### src/hdl/tsdmr_pkg.sv
// Shared types and constants for the trap syndrome decoder with MMIO routing.
// No dependencies.
package tsdmr_pkg;

    localparam int MAX_REGIONS = 8;
    localparam int CNT_W       = $clog2(MAX_REGIONS + 1);
    localparam int ADDR_W      = 64;
    localparam int SYN_W       = 32;
    localparam int IDX_W       = 3;

    // Syndrome field positions
    localparam int SYN_EC_LSB  = 26;
    localparam int SYN_IL_BIT  = 25;
    localparam int SYN_ISV_BIT = 24;
    localparam int SYN_SAS_LSB = 22;
    localparam int SYN_SRT_LSB = 16;
    localparam int SYN_WNR_BIT = 6;

    // Exception class codes
    localparam logic [5:0] EC_DABT_LOWER = 6'h24;
    localparam logic [5:0] EC_DABT_SAME  = 6'h25;
    localparam logic [5:0] EC_HVC        = 6'h16;
    localparam logic [5:0] EC_SMC        = 6'h17;
    localparam logic [5:0] EC_SYSREG     = 6'h18;
    localparam logic [5:0] EC_WFI        = 6'h01;

    // Exit reasons
    localparam logic [2:0] EXIT_MMIO_READ  = 3'd0;
    localparam logic [2:0] EXIT_MMIO_WRITE = 3'd1;
    localparam logic [2:0] EXIT_HVC        = 3'd2;
    localparam logic [2:0] EXIT_SMC        = 3'd3;
    localparam logic [2:0] EXIT_SYSREG     = 3'd4;
    localparam logic [2:0] EXIT_WFI        = 3'd5;
    localparam logic [2:0] EXIT_FAULT      = 3'd6;
    localparam logic [2:0] EXIT_UNKNOWN    = 3'd7;

    localparam logic [2:0] PC_ADV_NONE = 3'd0;
    localparam logic [2:0] PC_ADV_WORD = 3'd4;
    localparam logic [2:0] LEN_HALF    = 3'd2;
    localparam logic [2:0] LEN_WORD    = 3'd4;

    // Lookup token walking the cell row
    typedef struct packed {
        logic              vld;
        logic              lookup;
        logic [ADDR_W-1:0] addr;
        logic              hit;
        logic [IDX_W-1:0]  idx;
        logic [ADDR_W-1:0] offset;
    } token_t;

    // Decoded syndrome fields
    typedef struct packed {
        logic [2:0] exit_reason;
        logic [2:0] instr_length;
        logic [4:0] target_reg;
        logic [3:0] access_bytes;
        logic [2:0] pc_advance;
        logic       lookup;
    } dec_t;

endpackage

### src/hdl/tsdmr_decode.sv
// Syndrome field decode for trap commands; zero fields for register commands.
// Depends on tsdmr_pkg.
module tsdmr_decode
    import tsdmr_pkg::*;
(
    input  logic             cmd,
    input  logic [SYN_W-1:0] syndrome,
    output dec_t             dec
);

    logic [5:0] ec;
    logic [2:0] len;

    assign ec  = syndrome[SYN_EC_LSB +: 6];
    assign len = syndrome[SYN_IL_BIT] ? LEN_WORD : LEN_HALF;

    always_comb
    begin
        dec              = '0;
        dec.instr_length = len;
        case (ec) inside
            EC_DABT_LOWER, EC_DABT_SAME:
            begin
                if (!syndrome[SYN_ISV_BIT])
                begin
                    dec.exit_reason = EXIT_FAULT;
                end
                else
                begin
                    dec.exit_reason  = syndrome[SYN_WNR_BIT] ? EXIT_MMIO_WRITE
                                                             : EXIT_MMIO_READ;
                    dec.target_reg   = syndrome[SYN_SRT_LSB +: 5];
                    dec.access_bytes = 4'b0001 << syndrome[SYN_SAS_LSB +: 2];
                    dec.pc_advance   = len;
                    dec.lookup       = 1'b1;
                end
            end
            EC_HVC:
            begin
                dec.exit_reason = EXIT_HVC;
            end
            EC_SMC:
            begin
                dec.exit_reason = EXIT_SMC;
                dec.pc_advance  = PC_ADV_WORD;
            end
            EC_SYSREG:
            begin
                dec.exit_reason = EXIT_SYSREG;
                dec.pc_advance  = PC_ADV_WORD;
            end
            EC_WFI:
            begin
                dec.exit_reason = EXIT_WFI;
                dec.pc_advance  = PC_ADV_WORD;
            end
            default:
            begin
                dec.exit_reason = EXIT_UNKNOWN;
                dec.pc_advance  = PC_ADV_NONE;
            end
        endcase
        // Register command: drop every trap field
        if (cmd)
        begin
            dec = '0;
        end
    end

endmodule

### src/hdl/tsdmr_cell.sv
// One region cell: holds a base and length, tests the passing token, hands it on.
// Depends on tsdmr_pkg.
module tsdmr_cell
    import tsdmr_pkg::*;
(
    input  logic              clk,
    input  logic              rst_n,
    input  logic [IDX_W-1:0]  cell_id,
    input  logic              entry_valid,
    input  logic              wr_en,
    input  logic [ADDR_W-1:0] wr_base,
    input  logic [ADDR_W-1:0] wr_length,
    input  token_t            tok_in,
    output token_t            tok_out
);

    logic [ADDR_W-1:0] base_reg;
    logic [ADDR_W-1:0] length_reg;
    token_t            tok_reg;
    token_t            tok_next;
    logic [ADDR_W:0]   diff;
    logic              match;

    // Borrow out of the subtract means address below base
    assign diff  = {1'b0, tok_in.addr} - {1'b0, base_reg};
    assign match = entry_valid && tok_in.lookup && !tok_in.hit
                   && !diff[ADDR_W] && (diff[ADDR_W-1:0] < length_reg);

    always_comb
    begin
        tok_next = tok_in;
        if (match)
        begin
            tok_next.hit    = 1'b1;
            tok_next.idx    = cell_id;
            tok_next.offset = diff[ADDR_W-1:0];
        end
    end

    always_ff @(posedge clk)
    begin
        if (wr_en)
        begin
            base_reg   <= wr_base;
            length_reg <= wr_length;
        end
    end

    always_ff @(posedge clk or negedge rst_n)
    begin
        if (!rst_n)
        begin
            tok_reg <= '0;
        end
        else
        begin
            tok_reg <= tok_next;
        end
    end

    assign tok_out = tok_reg;

endmodule

### src/hdl/trap_syndrome_decode_mmio_route.sv
// Trap syndrome decoder with MMIO region routing, top level.
// Depends on tsdmr_pkg, tsdmr_decode and tsdmr_cell.
//
// Usage:
//   Raise start with cmd and the payload ports; the command word is taken at
//   the rising edge where start is high and busy is low. cmd = 1 appends
//   region_base/region_length to the region table (register_ok = 0 when the
//   table is full); cmd = 0 decodes syndrome and, for a data abort with a
//   valid syndrome, finds the first region holding fault_address.
//   Each command gives exactly one result word, shown for one cycle with
//   done high. The receiver cannot stall; the result ports hold until the
//   next command is taken.
// Flow:
//   The lookup token walks a row of MAX_REGIONS cells, one cell per cycle,
//   and done rises when it reaches the output of the last cell. busy stays
//   high until the done cycle ends, so a new command is taken only after
//   the previous result word. Register commands take the same path so
//   every result keeps the same latency.
// Reset:
//   rst_n clears the region count and the token row; table entries are not
//   cleared and are read only once registered.
module trap_syndrome_decode_mmio_route
    import tsdmr_pkg::*;
(
    input  logic              clk,
    input  logic              rst_n,
    input  logic              start,
    output logic              busy,
    input  logic              cmd,
    input  logic [SYN_W-1:0]  syndrome,
    input  logic [ADDR_W-1:0] fault_address,
    input  logic [ADDR_W-1:0] region_base,
    input  logic [ADDR_W-1:0] region_length,
    output logic              done,
    output logic [2:0]        exit_reason,
    output logic [2:0]        instr_length,
    output logic [4:0]        target_reg,
    output logic [3:0]        access_bytes,
    output logic              region_hit,
    output logic [IDX_W-1:0]  region_index,
    output logic [ADDR_W-1:0] region_offset,
    output logic [2:0]        pc_advance,
    output logic              register_ok
);

    logic             accept;
    logic             not_full;
    dec_t             dec;
    dec_t             dec_reg;
    logic             ok_reg;
    logic             ok_next;
    logic [CNT_W-1:0] count_reg;
    logic [CNT_W-1:0] count_next;
    token_t           head_reg;
    token_t           head_next;
    token_t           tok_chain [MAX_REGIONS+1];
    logic [MAX_REGIONS-1:0] cell_busy;

    assign accept   = start && !busy;
    assign not_full = (count_reg < CNT_W'(MAX_REGIONS));

    // Decode the syndrome straight off the input ports
    tsdmr_decode u_decode (
        .cmd      (cmd),
        .syndrome (syndrome),
        .dec      (dec)
    );

    // Launch the token on every accept; count a register command with room
    always_comb
    begin
        count_next = count_reg;
        ok_next    = ok_reg;
        head_next  = head_reg;
        head_next.vld = 1'b0;
        if (accept)
        begin
            ok_next = cmd && not_full;
            if (cmd && not_full)
            begin
                count_next = count_reg + CNT_W'(1);
            end
            head_next.vld    = 1'b1;
            head_next.lookup = dec.lookup;
            head_next.addr   = fault_address;
            head_next.hit    = 1'b0;
            head_next.idx    = '0;
            head_next.offset = '0;
        end
    end

    always_ff @(posedge clk or negedge rst_n)
    begin
        if (!rst_n)
        begin
            count_reg <= '0;
            head_reg  <= '0;
        end
        else
        begin
            count_reg <= count_next;
            head_reg  <= head_next;
        end
    end

    // Hold the decoded fields for the whole walk
    always_ff @(posedge clk)
    begin
        if (accept)
        begin
            dec_reg <= dec;
        end
        ok_reg <= ok_next;
    end

    assign tok_chain[0] = head_reg;

    // Row of region cells; cell i holds table entry i
    for (genvar i = 0; i < MAX_REGIONS; i++)
    begin : g_cell
        logic entry_valid;
        logic wr_en;

        assign entry_valid = (CNT_W'(i) < count_reg);
        assign wr_en       = accept && cmd && (count_reg == CNT_W'(i));

        tsdmr_cell u_cell (
            .clk         (clk),
            .rst_n       (rst_n),
            .cell_id     (IDX_W'(i)),
            .entry_valid (entry_valid),
            .wr_en       (wr_en),
            .wr_base     (region_base),
            .wr_length   (region_length),
            .tok_in      (tok_chain[i]),
            .tok_out     (tok_chain[i+1])
        );

        assign cell_busy[i] = tok_chain[i+1].vld;
    end

    // Busy while the token is anywhere in the row, the done cycle included
    assign busy = head_reg.vld || (|cell_busy);

    assign done          = tok_chain[MAX_REGIONS].vld;
    assign exit_reason   = dec_reg.exit_reason;
    assign instr_length  = dec_reg.instr_length;
    assign target_reg    = dec_reg.target_reg;
    assign access_bytes  = dec_reg.access_bytes;
    assign pc_advance    = dec_reg.pc_advance;
    assign register_ok   = ok_reg;
    assign region_hit    = tok_chain[MAX_REGIONS].hit;
    assign region_index  = tok_chain[MAX_REGIONS].idx;
    assign region_offset = tok_chain[MAX_REGIONS].offset;

endmodule

### config.mk
export PLATFORM = sky130hd
export DESIGN_NAME = trap_syndrome_decode_mmio_route
export DESIGN_NICKNAME = d
export VERILOG_FILES = /design/src/hdl/tsdmr_pkg.sv /design/src/hdl/tsdmr_decode.sv /design/src/hdl/tsdmr_cell.sv /design/src/hdl/trap_syndrome_decode_mmio_route.sv
export SDC_FILE = /design/constraint.sdc
export NUM_CORES = 2
export LEC_CHECK = 0
export CAP_MARGIN = 20
export CORE_AREA = 2 2 524 526
export CTS_BUF_LIST = sky130_fd_sc_hd__clkbuf_4 sky130_fd_sc_hd__clkbuf_8 sky130_fd_sc_hd__clkbuf_16
export DETAILED_ROUTE_END_ITERATION = 10
export DIE_AREA = 0 0 526 528
export DONT_BUFFER_PORTS = 1
export SLEW_MARGIN = 20
export SYNTH_ARGS = -nofsm -noshare
export SYNTH_HDL_FRONTEND = slang
export SYNTH_SLANG_ARGS = --single-unit
### constraint.sdc
create_clock -name clk -period 11.2 [get_ports clk]
set_clock_uncertainty 0.2 [all_clocks]
set_input_delay 0.56 -clock clk [delete_from_list [all_inputs] [get_ports clk]]
set_output_delay 0.56 -clock clk [all_outputs]
set_load 0.005 [all_outputs]
==> out/results.txt <==
Status: complete, no violations
Setup-failing EPs final: 0
DRC Markers: 0
Least-Margin Pin Slew: 1270 ps
Fin nets: 11000
Post-Route WL: 314 mm
Die ar.: 278000 sq um
All-layer global routing usage: 22.2%
Hold crit path type: in2async
Yosys top cell area share: 28.9%
Pre-CTS setup slack: 2970 ps
Post-route antenna net violation count: 0
Finished Cell Area: 123000 sq um
IO Port Bufs: 0
HPWL after DPL: 247 mm
Max FO, Critical Path: 46
Core area: 272000 sq um
Worst skew pair latency: 910 ps
Largest net degree at the start of global routing: 145
Total gr overflow: 0
Number of fill cells in the layout: 24900
Largest area contributor in the netlist: edfxtp_1
Dpl cells: 12900
Kind of critical path: reg2reg
Post-synth EDFFs: 1041
Htree depth: 4
Final min period: 8360 ps
Util after Layout: 45.0%
Initial Utilization: 39.7%
CTS tree: built
Arr. time, crit path: 8930 ps
Ports: 317
Post-DR wirelength/cell: 23.2 microns
Bufs on Longest Clock Path: 4
Share of layout cells above drive strength 1: 9.83%
Max-cap viol count: 0
RSZ-0062 raised after global routing: no
Routability cong.: 0.997
CTS buffer count: 231
Vias in the first global route: 72400
Total negative setup slack: 0 ps
Pins Over Slew Limit: 0
Most common cell after layout, fill and taps aside: inv_1
Synth Flop Type: dfrtp_1
CTS resizes: 0
Fmax: 120 MHz
Req. time, crit path: 11770 ps
Synth cell types: 87
Slew HR: 15.1%
Total power: 32.7 mW
Largest cells by area after synthesis: edfxtp_1 29%, dfrtp_1 25%, ha_1 12%, mux2_2 4.5%, inv_1 4.3%
Row cnt: 192
Synth Warn #: 0
Die W: 526 microns
Crit end category: register
First-pass GRT wire length: 461 mm
Synth-to-layout area growth: 13.3%
Clock transition at path regs: 60 ps
FFs w/ async S/R, synth: 50.7%
P per Cell Area: 267 nW/um^2
Fin worst setup slack: 2840 ps
Post-synthesis cell area: 108000 sq um
Sequential element share of the synthesized area: 53.6%
Mapped Cells: 9463
Final period utilization: 74.7%
CTS Root Cell: clkbuf_16
Area of placed instances: 112000 sq um
Number of flip-flops in the largest register: 1000
Startpoint types: register
Die height: 528 microns
Initial DRC count: 5832
Syn Area/Cell: 11.4 sq um
Leakage: 57.6 nW
Post-CTS Setup Inserts: 0
Finished Layout Cells: 13600
Maximum vdd drop: 0.000134 V
Synth Register Bits: 2111
Most frequent cells in the layout: 1237 x inv_1, 1070 x dfrtp_1, 1041 x edfxtp_1
Final hold viol count: 0
Antenna violations before repair: 47
Drt via density: 5.35
Min Hold Slack: 21.2 ps
Drt pass-1 iters: 5
Sink Count: 2111
Vias: 72600
-- Yosys cell counts (all sizes together) (25+ instances only) --
master,n
clkbuf,172
and2,49
nor2b,92
a211oi,67
buf,46
a21boi,28
xnor2,284
dfrtp,1070
o211ai,56
mux2,441
a21oi,692
o21ai,364
o31ai,41
or2,25
ha,1019
a31oi,67
or3,32
nand2,584
and3,54
nor3,88
o21a,69
a21o,439
nand3,125
nor4,29
inv,1239
nand4,207
o21bai,116
edfxtp,1041
xor2,197
nor2,371
nand2b,62
-- critical path: stages (launching register included) --
cell and delay [ps]:
dfrtp_1 380, inv_1 60, ha_1 180, inv_1 60, fa_1 430, a211oi_1 250, nor2_1 160, o31ai_1 340
o221ai_1 320, a211oi_1 700, o21ai_0 590, a211o_1 500, and4_1 300, a41o_1 270, xor2_1 160, ha_1 320
nand4_1 90, nor2_1 300, nand3_1 340, or4_1 640, a211oi_1 760, a211oi_4 40, buf_4 330, mux2_2 390
-- worst paths after layout --
path	start	endpoint	slack, ps	cells past startpoint
min reg2reg	head_reg[68]	g_cell[0].u_cell.tok_out[68]	170	0
max in group asynchronous	rst_n	g_cell[7].u_cell.tok_out[9]	8450	4
min in group clk	start	head_reg[128]	50	4
min	rst_n	head_reg[71]	20	2
max	g_cell[0].u_cell.tok_out[68]	g_cell[1].u_cell.tok_out[14]	2840	23
max reg2reg	g_cell[0].u_cell.tok_out[68]	g_cell[1].u_cell.tok_out[14]	2840	23
-- per-layer routing --
layer | part of all wire (%) | GRT usage, % | up-vias
li1 | - | - | 34300
met1 | 49 | 33.6 | 35400
met2 | 41 | 32.1 | 2486
met3 | 6.3 | 3.00 | 534
met4 | 3.5 | 7.74 | 12
met5 | 0.025 | 0 | -
-- logic make-up (layout without fill, tap and decap cells) --
kind of cell	count (synthesis)	in the layout	synth area share, %
buf+inv	1457	1932	5.13
other cells	1	40	0.00346
flops	2111	2111	53.6
mux	450	450	4.67
fa+ha+maj	1027	1027	11.9
simple gates	1769	1769	7.87
xor+xnor	481	481	3.89
compound gates	2167	2167	12.9
-- layout make-up --
class                      instances  area [sq um]  area share (%)
clock inverter                   113          1270            1.03
antenna                           38          95.1          0.0775
inverter                        1239          4650            3.79
multi-input combinational       5896         44800            36.5
timing repair buffer             266          2630            2.14
clock buffer                     314          6760            5.51
tap                             3589          4490            3.66
sequential                      2111         58000            47.3
-- power by group --
part,internal [mW],switching [mW]
Combinational,5.61,8.91
Sequential,9.25,0.982
Clock,4.74,3.21
Total,19.6,13.1
-- repair_timing --
item | 4_1_cts | 5_1_grt
hold buffers | 215 | 0
hold endpoints to repair | 1295 | 0
setup endpoints to repair | 0 | 0
Note: power is estimated with default switching activity, not from simulation.
